==> config.mk <==
export PLATFORM = sky130hd
export DESIGN_NAME = wfsc_core
export DESIGN_NICKNAME = d
export VERILOG_FILES = /design/src/rtl/wfsc_pkg.sv /design/src/rtl/wfsc_core.sv
export SDC_FILE = /design/constraint.sdc
export NUM_CORES = 1
export LEC_CHECK = 0
export BUFFER_PORTS_ARGS = -buffer_cell sky130_fd_sc_hd__buf_2
export CORE_ASPECT_RATIO = 1.75
export CORE_MARGIN = 2
export CORE_UTILIZATION = 45
export CTS_CLUSTER_DIAMETER = 80
export DETAILED_ROUTE_END_ITERATION = 7
export GPL_ROUTABILITY_DRIVEN = 1
export PLACE_DENSITY = 0.7
export SYNTH_ARGS = -nofsm -noshare
export SYNTH_HDL_FRONTEND = slang
export SYNTH_SLANG_ARGS = --single-unit
==> constraint.sdc <==
create_clock -name clk -period 5.1 [get_ports clk]
set_clock_uncertainty 0.1 [all_clocks]
set_input_delay 0.51 -clock clk [delete_from_list [all_inputs] [get_ports clk]]
set_output_delay 0.51 -clock clk [all_outputs]
set_load 0.02 [all_outputs]
==> src/rtl/wfsc_pkg.sv <==
// Shared types and codes for the worker frame sequence checker.
// Holds the input and result item structs, the configuration bundle and the
// command, frame kind, terminal kind and register index codes. No dependencies.
`timescale 1ns / 1ps
`default_nettype none

package wfsc_pkg;

  // Command codes carried by an input item.
  localparam logic [1:0] CMD_FRAME = 2'd0;
  localparam logic [1:0] CMD_STOP  = 2'd1;
  localparam logic [1:0] CMD_TICK  = 2'd2;
  localparam logic [1:0] CMD_EOS   = 2'd3;

  // Frame kinds. Any other value is an unknown kind.
  localparam logic [7:0] KIND_READY     = 8'd0;
  localparam logic [7:0] KIND_PROGRESS  = 8'd1;
  localparam logic [7:0] KIND_STOPACK   = 8'd2;
  localparam logic [7:0] KIND_STOPIGN   = 8'd3;
  localparam logic [7:0] KIND_COMPLETED = 8'd4;
  localparam logic [7:0] KIND_CANCELLED = 8'd5;

  // Terminal kinds reported in the result.
  localparam logic [1:0] TERM_NONE      = 2'd0;
  localparam logic [1:0] TERM_COMPLETED = 2'd1;
  localparam logic [1:0] TERM_CANCELLED = 2'd2;

  // Configuration register indexes.
  localparam int unsigned CFG_IDX_W = 2;
  localparam logic [CFG_IDX_W-1:0] REG_MAGIC   = 2'd0;
  localparam logic [CFG_IDX_W-1:0] REG_VERSION = 2'd1;
  localparam logic [CFG_IDX_W-1:0] REG_TOTAL   = 2'd2;
  localparam logic [CFG_IDX_W-1:0] REG_GRACE   = 2'd3;

  localparam int unsigned CFG_DATA_W = 32;

  typedef struct packed {
    logic [1:0]  command;
    logic [31:0] frame_magic;
    logic [15:0] frame_version;
    logic [7:0]  frame_kind;
    logic [31:0] frame_iterations;
    logic [63:0] frame_value;
    logic [31:0] frame_dropped;
    logic [31:0] now_time;
    logic        stop_reached;
  } in_item_t;

  typedef struct packed {
    logic        malformed;
    logic        started;
    logic        stop_pending;
    logic        stop_acked;
    logic        stop_refused;
    logic [1:0]  terminal_kind;
    logic [31:0] progress_count;
    logic [31:0] final_iterations;
    logic [63:0] final_value;
    logic [31:0] dropped_count;
    logic        terminate_request;
  } out_item_t;

  typedef struct packed {
    logic [31:0] expected_magic;
    logic [15:0] expected_version;
    logic [31:0] total_iterations;
    logic [31:0] stop_grace;
  } cfg_t;

endpackage : wfsc_pkg

`default_nettype wire

==> src/rtl/wfsc_core.sv <==
// Sequence state and per-item check logic of the worker frame sequence checker.
// Holds the protocol state registers and computes the result snapshot of one item.
// Depends on wfsc_pkg.
`timescale 1ns / 1ps
`default_nettype none

module wfsc_core #(
  parameter int unsigned ITER_BITS = 32
) (
  input  wire logic               clk,
  input  wire logic               rst_n,
  input  wire logic               step,
  input  wire wfsc_pkg::in_item_t item,
  input  wire wfsc_pkg::cfg_t     cfg,
  output wfsc_pkg::out_item_t     result
);
  import wfsc_pkg::*;

  // Counts are kept at the narrower of the field width and ITER_BITS.
  localparam int unsigned CW = (ITER_BITS < 32) ? ITER_BITS : 32;

  logic          bad_r, bad_nxt;
  logic          started_r, started_nxt;
  logic          stop_r, stop_nxt;
  logic          delivered_r, delivered_nxt;
  logic [31:0]   stop_time_r, stop_time_nxt;
  logic          ack_r, ack_nxt;
  logic          ignored_r, ignored_nxt;
  logic [1:0]    end_kind_r, end_kind_nxt;
  logic [CW-1:0] progress_r, progress_nxt;
  logic [CW-1:0] last_r, last_nxt;
  logic [CW-1:0] dropped_r, dropped_nxt;
  logic [CW-1:0] end_iter_r, end_iter_nxt;
  logic [63:0]   end_value_r, end_value_nxt;
  logic          kill_r, kill_nxt;

  logic [CW-1:0] iters;
  logic [CW-1:0] dropped;
  logic [CW-1:0] total;
  logic          common_ok;
  logic          kind_ok;
  logic          frame_ok;
  logic          grace_over;
  logic [31:0]   elapsed;

  assign iters   = item.frame_iterations[CW-1:0];
  assign dropped = item.frame_dropped[CW-1:0];
  assign total   = cfg.total_iterations[CW-1:0];

  assign common_ok = (item.frame_magic == cfg.expected_magic) &&
                     (item.frame_version == cfg.expected_version) &&
                     (iters <= total) && (iters >= last_r) &&
                     (dropped <= total) && (dropped >= dropped_r) &&
                     (end_kind_r == TERM_NONE);

  always_comb begin
    case (item.frame_kind)
      KIND_READY:     kind_ok = !started_r && (iters == '0) &&
                                (item.frame_value == '0) && (dropped == '0);
      KIND_PROGRESS:  kind_ok = started_r && !ack_r && (iters > last_r);
      KIND_STOPACK,
      KIND_STOPIGN:   kind_ok = started_r && stop_r && !ack_r && !ignored_r &&
                                (iters >= progress_r);
      KIND_COMPLETED: kind_ok = started_r && !ack_r && (iters == total) &&
                                (iters >= progress_r);
      KIND_CANCELLED: kind_ok = started_r && stop_r && ack_r && (iters >= progress_r);
      default:        kind_ok = 1'b0;
    endcase
  end

  assign frame_ok = common_ok && kind_ok;

  // A clock that went backwards never expires the grace time.
  assign elapsed    = item.now_time - stop_time_r;
  assign grace_over = (item.now_time >= stop_time_r) && (elapsed >= cfg.stop_grace);

  always_comb begin
    bad_nxt       = bad_r;
    started_nxt   = started_r;
    stop_nxt      = stop_r;
    delivered_nxt = delivered_r;
    stop_time_nxt = stop_time_r;
    ack_nxt       = ack_r;
    ignored_nxt   = ignored_r;
    end_kind_nxt  = end_kind_r;
    progress_nxt  = progress_r;
    last_nxt      = last_r;
    dropped_nxt   = dropped_r;
    end_iter_nxt  = end_iter_r;
    end_value_nxt = end_value_r;
    kill_nxt      = kill_r;

    case (item.command)
      CMD_FRAME: begin
        // Once malformed, every later frame is ignored.
        if (!bad_r) begin
          if (!frame_ok) begin
            bad_nxt = 1'b1;
          end else begin
            last_nxt    = iters;
            dropped_nxt = dropped;
            case (item.frame_kind)
              KIND_READY:    started_nxt  = 1'b1;
              KIND_PROGRESS: progress_nxt = iters;
              KIND_STOPACK:  ack_nxt      = 1'b1;
              KIND_STOPIGN:  ignored_nxt  = 1'b1;
              KIND_COMPLETED: begin
                end_kind_nxt  = TERM_COMPLETED;
                end_iter_nxt  = iters;
                end_value_nxt = item.frame_value;
              end
              KIND_CANCELLED: begin
                end_kind_nxt  = TERM_CANCELLED;
                end_iter_nxt  = iters;
                end_value_nxt = item.frame_value;
              end
              default: ;
            endcase
          end
        end
      end
      CMD_STOP: begin
        if (!stop_r) begin
          stop_nxt      = 1'b1;
          stop_time_nxt = item.now_time;
          delivered_nxt = item.stop_reached;
          if (!item.stop_reached) begin
            kill_nxt = 1'b1;
          end
        end
      end
      CMD_TICK: begin
        if (bad_r || (stop_r && (!delivered_r || grace_over))) begin
          kill_nxt = 1'b1;
        end
      end
      CMD_EOS: begin
        if (end_kind_r == TERM_NONE) begin
          bad_nxt = 1'b1;
        end
        if (bad_nxt || (stop_r && (!delivered_r || grace_over))) begin
          kill_nxt = 1'b1;
        end
      end
      default: ;
    endcase
  end

  always_ff @(posedge clk) begin
    if (!rst_n) begin
      bad_r       <= 1'b0;
      started_r   <= 1'b0;
      stop_r      <= 1'b0;
      delivered_r <= 1'b0;
      stop_time_r <= '0;
      ack_r       <= 1'b0;
      ignored_r   <= 1'b0;
      end_kind_r  <= TERM_NONE;
      progress_r  <= '0;
      last_r      <= '0;
      dropped_r   <= '0;
      end_iter_r  <= '0;
      end_value_r <= '0;
      kill_r      <= 1'b0;
    end else if (step) begin
      bad_r       <= bad_nxt;
      started_r   <= started_nxt;
      stop_r      <= stop_nxt;
      delivered_r <= delivered_nxt;
      stop_time_r <= stop_time_nxt;
      ack_r       <= ack_nxt;
      ignored_r   <= ignored_nxt;
      end_kind_r  <= end_kind_nxt;
      progress_r  <= progress_nxt;
      last_r      <= last_nxt;
      dropped_r   <= dropped_nxt;
      end_iter_r  <= end_iter_nxt;
      end_value_r <= end_value_nxt;
      kill_r      <= kill_nxt;
    end
  end

  // The result is a snapshot of the state after the item.
  always_comb begin
    result.malformed         = bad_nxt;
    result.started           = started_nxt;
    result.stop_pending      = stop_nxt;
    result.stop_acked        = ack_nxt;
    result.stop_refused      = ignored_nxt;
    result.terminal_kind     = end_kind_nxt;
    result.progress_count    = 32'(progress_nxt);
    result.final_iterations  = 32'(end_iter_nxt);
    result.final_value       = end_value_nxt;
    result.dropped_count     = 32'(dropped_nxt);
    result.terminate_request = kill_nxt;
  end

endmodule : wfsc_core

`default_nettype wire

Word level (Yosys, flattened, before mapping)
Index checks and enable logic that the tools add are counted.

Flip-flop bits (word level): 233. Input bits: 334. Word-level logic and storage cells: 118.

Add/subtract/negate cells: 1. $lt $le $gt $ge: 8. Eq/ne operators: 11. Muxes and demuxes: 43. Bitwise logic cells: 2. Reduce and logical (&&, ||, !) cells: 39.

Operators by type and width (number): $mux 32 (11); $mux 64 (4); $ge 32x32->1 (5); $eq 32x32->1 (2); $le 32x32->1 (2); $logic_not 32->1 (2); $logic_not 64->1 (1); $gt 32x32->1 (1); $sub 32x32->32 (1); $logic_and 1x1->1 (22); $mux 1 (21); $eq 16x16->1 (1); $eq 8x2->1 const B (2); $eq 8x3->1 const B (2); $eq 8x1->1 const B (1); $logic_not 8->1 (1); $mux 2 (3); $pmux 1 s5 (1); $eq 2x2->1 const B (2); $logic_not 1->1 (4); $logic_not 2->1 (2); $pmux 2 s2 (1); $reduce_and 4->1 (1); $reduce_or 2->1 (2); 6 further kinds (9).

Longest topological paths before layout
Word-level depth: 11. Gate-level depth with buffers: 22.

Worst setup path before layout
OpenSTA, ideal clock, no wires.

Path kind: input port to output port. Start: input item[12] (netlist bit). End: output result[0] (netlist bit). Arrival time: 4.233 ns. Data required time: 4.490 ns. Slack: 0.257 ns. Stages on the path: 16. Buffers on the path: 1. Cell sequence: ha_1 -> o21a_1 -> and3_1 -> a2111oi_0 -> a21oi_1 -> a2111oi_0 -> o21ai_0 -> o41ai_1 -> xnor2_1 -> ha_1 -> a21o_1 -> a2111oi_0 -> o21ai_0 -> a21oi_1 -> o32ai_1 -> buf_4.

Cells in the longest elaborated chain, start to end: 8. Elaborated cells between the ends (all ways): 11. Classes of those cells: 1 x add/sub; 2 x order compare; 3 x mux; 5 x reduce/logical.

RTL lines: start: declaration (line wfsc_core.sv:13) `input wire wfsc_pkg::in_item_t item,`; $sub 32x32->32 (line wfsc_core.sv:74) `assign elapsed = item.now_time - stop_time_r;`; $ge 32x32->1 (line wfsc_core.sv:75) `assign grace_over = (item.now_time >= stop_time_r) && (elapsed >= cfg.stop_grace);`; $logic_and 1x1->1 * (line wfsc_core.sv:75); $logic_or 1x1->1 * (line wfsc_core.sv:133, wfsc_core.sv:141); $logic_and 1x1->1 * (line wfsc_core.sv:133, wfsc_core.sv:141); $logic_or 1x1->1 (on tied branches) (line wfsc_core.sv:141, wfsc_core.sv:133); $mux 1 (on tied branches) (line wfsc_core.sv:141, wfsc_core.sv:133); $pmux 1 s3 * (line wfsc_core.sv:93) `case (item.command)`; end: declaration (line wfsc_core.sv:15) `output wfsc_pkg::out_item_t result`.

Every way passes the cells marked *; elsewhere a longest branch is shown, timed or not.

==> results.py <==
metrics = {
    "outcome": {
        "status": "finished, violations left",
        "violations": "setup timing",
    },
    "drt": {
        "wire_per_inst_um": 20.1,
        "postRouteAntennaNets": 0,
        "drt_pre_antenna_iters": 5,
        "totalWireLength_um": 66200,
        "drt-vias-per-instance": 5.50,
        "vias": 18100,
        "route.detailed.drc": 0,
        "drt_iter0_markers": 794,
    },
    "hold_path": {
        "hold_class": "input port to flip-flop",
    },
    "worst_setup_path": {
        "worstSetupPathType": "flip-flop to output pin",
        "critPathCaptureType": "output pin",
        "start_kind": "flip-flop",
        "crit_arrival_ns": 4.65,
        "cp.required_ns": 4.49,
        "cp_max_fo": 3,
    },
    "yosys": {
        "synth_edf_count": 0,
        "synth-async-reset-ratio": 0,
        "synth_nets": 2755,
        "ys_seq_area_frac": 0.252,
        "yosys_most_used_dff": "dfxtp_1",
        "syn_area_um2": 18500,
        "avgSynthCellArea_um2": 8.46,
        "syn_inst": 2191,
        "synth_seq_cells": 233,
        "synth_warnings": 0,
        "ys_types": 67,
    },
    "global_route": {
        "grt_pass1_vias": 18300,
        "overflow": 0,
        "grtUsageTotal": 0.297,
        "grt_pass1_wl_um": 98900,
        "grt_start_max_net_pins": 186,
        "antenna_found_initial": 14,
    },
    "power": {
        "clockPowerShare": 0.417,
        "switching_share": 0.291,
        "power_frac_seq": 0.367,
        "p_comb_frac": 0.216,
        "ir_drop_uv": 229,
        "p_leak_nw": 12.2,
        "p_per_area_nw_per_um2": 213,
        "power.switching_mw": 1.46,
        "p_int_mw": 3.55,
    },
    "layout": {
        "layout.nets": 3284,
        "area_growth_pct": 26.7,
        "drive_gt1_frac": 0.316,
        "final_cells": 3296,
        "multi_input_area_um2": 13000,
        "final.fill_count": 3766,
        "ff_latch_area_um2": 4670,
        "finalCoreUtilization": 0.577,
    },
    "floorplan": {
        "core_um2": 40700,
        "ioPinCount": 502,
        "fp.dieW_um": 157,
        "num_rows": 98,
        "die_h_um": 272,
        "start_util": 0.455,
        "dieArea_um2": 42900,
    },
    "place": {
        "port_buffers": 501,
        "place_hpwl_um": 52700,
        "dp.cells": 3235,
        "pre_cts_ws_ns": -0.414,
        "place.gp.congestion": 0.948,
    },
    "timing": {
        "final_hold_viol_count": 0,
        "rsz0062_at_grt": "yes",
        "slew_violations": 0,
        "setup_viol": 1,
        "setup_slack_ns": -0.157,
        "period_needed_ns": 5.26,
        "fin_crit_sh": 1.03,
        "fmax_mhz": 190,
        "slew_headroom": 0.220,
        "worst_slew_pin_slew_ns": 1.17,
    },
    "clocking": {
        "htree_num_levels": 1,
        "cts_tree": "done",
        "cts_hold_buffers": 0,
        "root_buffer": "clkbuf_16",
        "cts.path.max_buffers": 3,
        "clk_latency_ns": 0.56,
        "cts_buffers": 27,
        "clk_pin_slew_ns": 0.06,
        "clock_sinks": 233,
    },
    "job": {
        "maxCapViolations": 0,
    },
}
power groups by stage:
stage / clock network [mW] / registers (mW) / logic, mW
floorplan: 0 / 1.88 / 0.556
global placement: 0 / 1.88 / 0.980
detailed placement: 0 / 1.88 / 1.01
CTS: 2.13 / 1.84 / 1.07
global route: 2.19 / 1.84 / 1.20
finish: 2.09 / 1.84 / 1.08
logic make-up (layout without fill, tap and decap cells):
family,count (synthesis),after routing,synth area share
AND/OR/NAND/NOR,673,673,0.172
multiplexers,352,352,0.205
AO/OA/AOI/OAI,322,322,0.119
buffers and inverters,320,867,0.0683
flip-flops,233,233,0.252
adder cells (fa/ha/maj),230,230,0.156
XOR/XNOR,61,61,0.0288
other,0,8,0
layout by cell type (no fill, tap or decap), types with 18 or more instances in the layout:
cell type,netlist,routed
mux2i_1,193,193
mux2_2,141,141
nor3_1,19,19
nor2_1,44,43
xnor2_1,21,21
nor2b_1,80,80
nand4_1,43,43
buf_4,6,84
xor2_1,40,40
a21o_1,50,50
dfxtp_1,233,226
nor4_1,52,47
o21ai_0,37,32
a21boi_0,34,34
nand3_1,29,29
mux2_4,18,18
ha_1,229,223
nand2_1,352,351
buf_2,15,499
inv_1,224,224
clkbuf_16,0,27
a21oi_1,85,78
critical path, stage by stage (launching register included):
cell and delay (ns):
dfxtp_2 0.34, ha_4 0.16, fa_2 0.36, nand2b_4 0.16
a211oi_4 0.27, buf_6 0.14, o2bb2ai_4 0.10, buf_6 0.14
a211oi_2 0.23, nand2b_4 0.17, a21oi_2 0.05, nor2_1 0.10
nor2_1 0.06, xnor2_1 0.13, ha_1 0.30, nand4_1 0.10
or2_4 0.30, nor4_4 0.33, a2111oi_4 0.06, o21ai_2 0.07
a21oi_2 0.06, o32ai_2 0.25, buf_4 0.19
repair_timing:
| action | CTS | global route |
|---|---|---|
| setup endpoints to repair | 123 | 67 |
| resized for setup | 69 | 7 |
| setup buffers | 6 | 0 |
| pin swaps | 31 | 7 |
metal layers:
layer	vias to the layer above	GRT usage	part of all wire
met5	-	0	0.0010
met4	12	0.206	0.076
met3	221	0.0600	0.063
met2	612	0.535	0.50
met1	8551	0.303	0.36
li1	8728	-	-
area by class of cell:
| class | instances | share of cell area |
|---|---|---|
| Tap cell | 550 | 0.0293 |
| Multi-Input combinational cell | 1638 | 0.553 |
| Timing Repair Buffer | 596 | 0.143 |
| Inverter | 224 | 0.0358 |
| Antenna cell | 8 | 0.000853 |
| Clock inverter | 12 | 0.00751 |
| Sequential cell | 233 | 0.199 |
| Clock buffer | 35 | 0.0322 |
state kept, by name, indices dropped and copies added, names as in the netlist:
name,count
ack_r,1
bad_r,1
delivered_r,1
dropped_r,32
end_iter_r,32
end_kind_r,2
end_value_r,64
ignored_r,1
kill_r,1
last_r,32
progress_r,32
started_r,1
stop_r,1
stop_time_r,32
synthesized netlist by cell type (all sizes together) (8+ instances only):
cell,instances,area [um2]
a211oi,8,60.1
buf,40,214
a21o,50,375
o21bai,8,60.1
dfxtp,233,4660
a21oi,85,425
nand2,352,1320
o21ai,37,185
ha,229,2870
nor2,44,165
nand4,43,269
nand3,29,145
o211ai,9,67.6
clkbuf,56,210
nor3,19,95.1
xor2,40,350
xnor2,21,184
a221oi,9,78.8
mux2i,193,1930
nand2b,13,81.3
inv,224,841
nor2b,80,500
a21boi,34,255
mux2,159,1860
a2111oi,10,93.8
nor4,52,325
o21a,15,113
metrics by stage:
step                      cell area (um2)  hold WS (ns)  setup TNS, ns  power, mW
after global placement              22100         0.341         -0.455       2.86
after CTS                           23400         0.100         -0.125       5.04
final                               23500         0.119         -0.157       5.01
after detailed placement            22100         0.352         -0.657       2.89
after global routing                23500         0.119         -0.367       5.23
after floorplan                     18500         0.335              0       2.43
worst paths after layout:
kind	from	cells past startpoint	slack [ns]	end
worst max-delay path	stop_time_r[0]$_SDFFE_PN0P_	22	-0.16	result[0]
worst min-delay path	item[20]	3	0.12	stop_time_r[19]$_SDFFE_PN0P_
worst max register to register	stop_time_r[0]$_SDFFE_PN0P_	23	0.78	kill_r$_SDFFE_PN0P_
worst min register to register	end_value_r[61]$_SDFFE_PN0P_	2	0.36	end_value_r[61]$_SDFFE_PN0P_
Note: power is estimated with default switching activity, not from simulation.
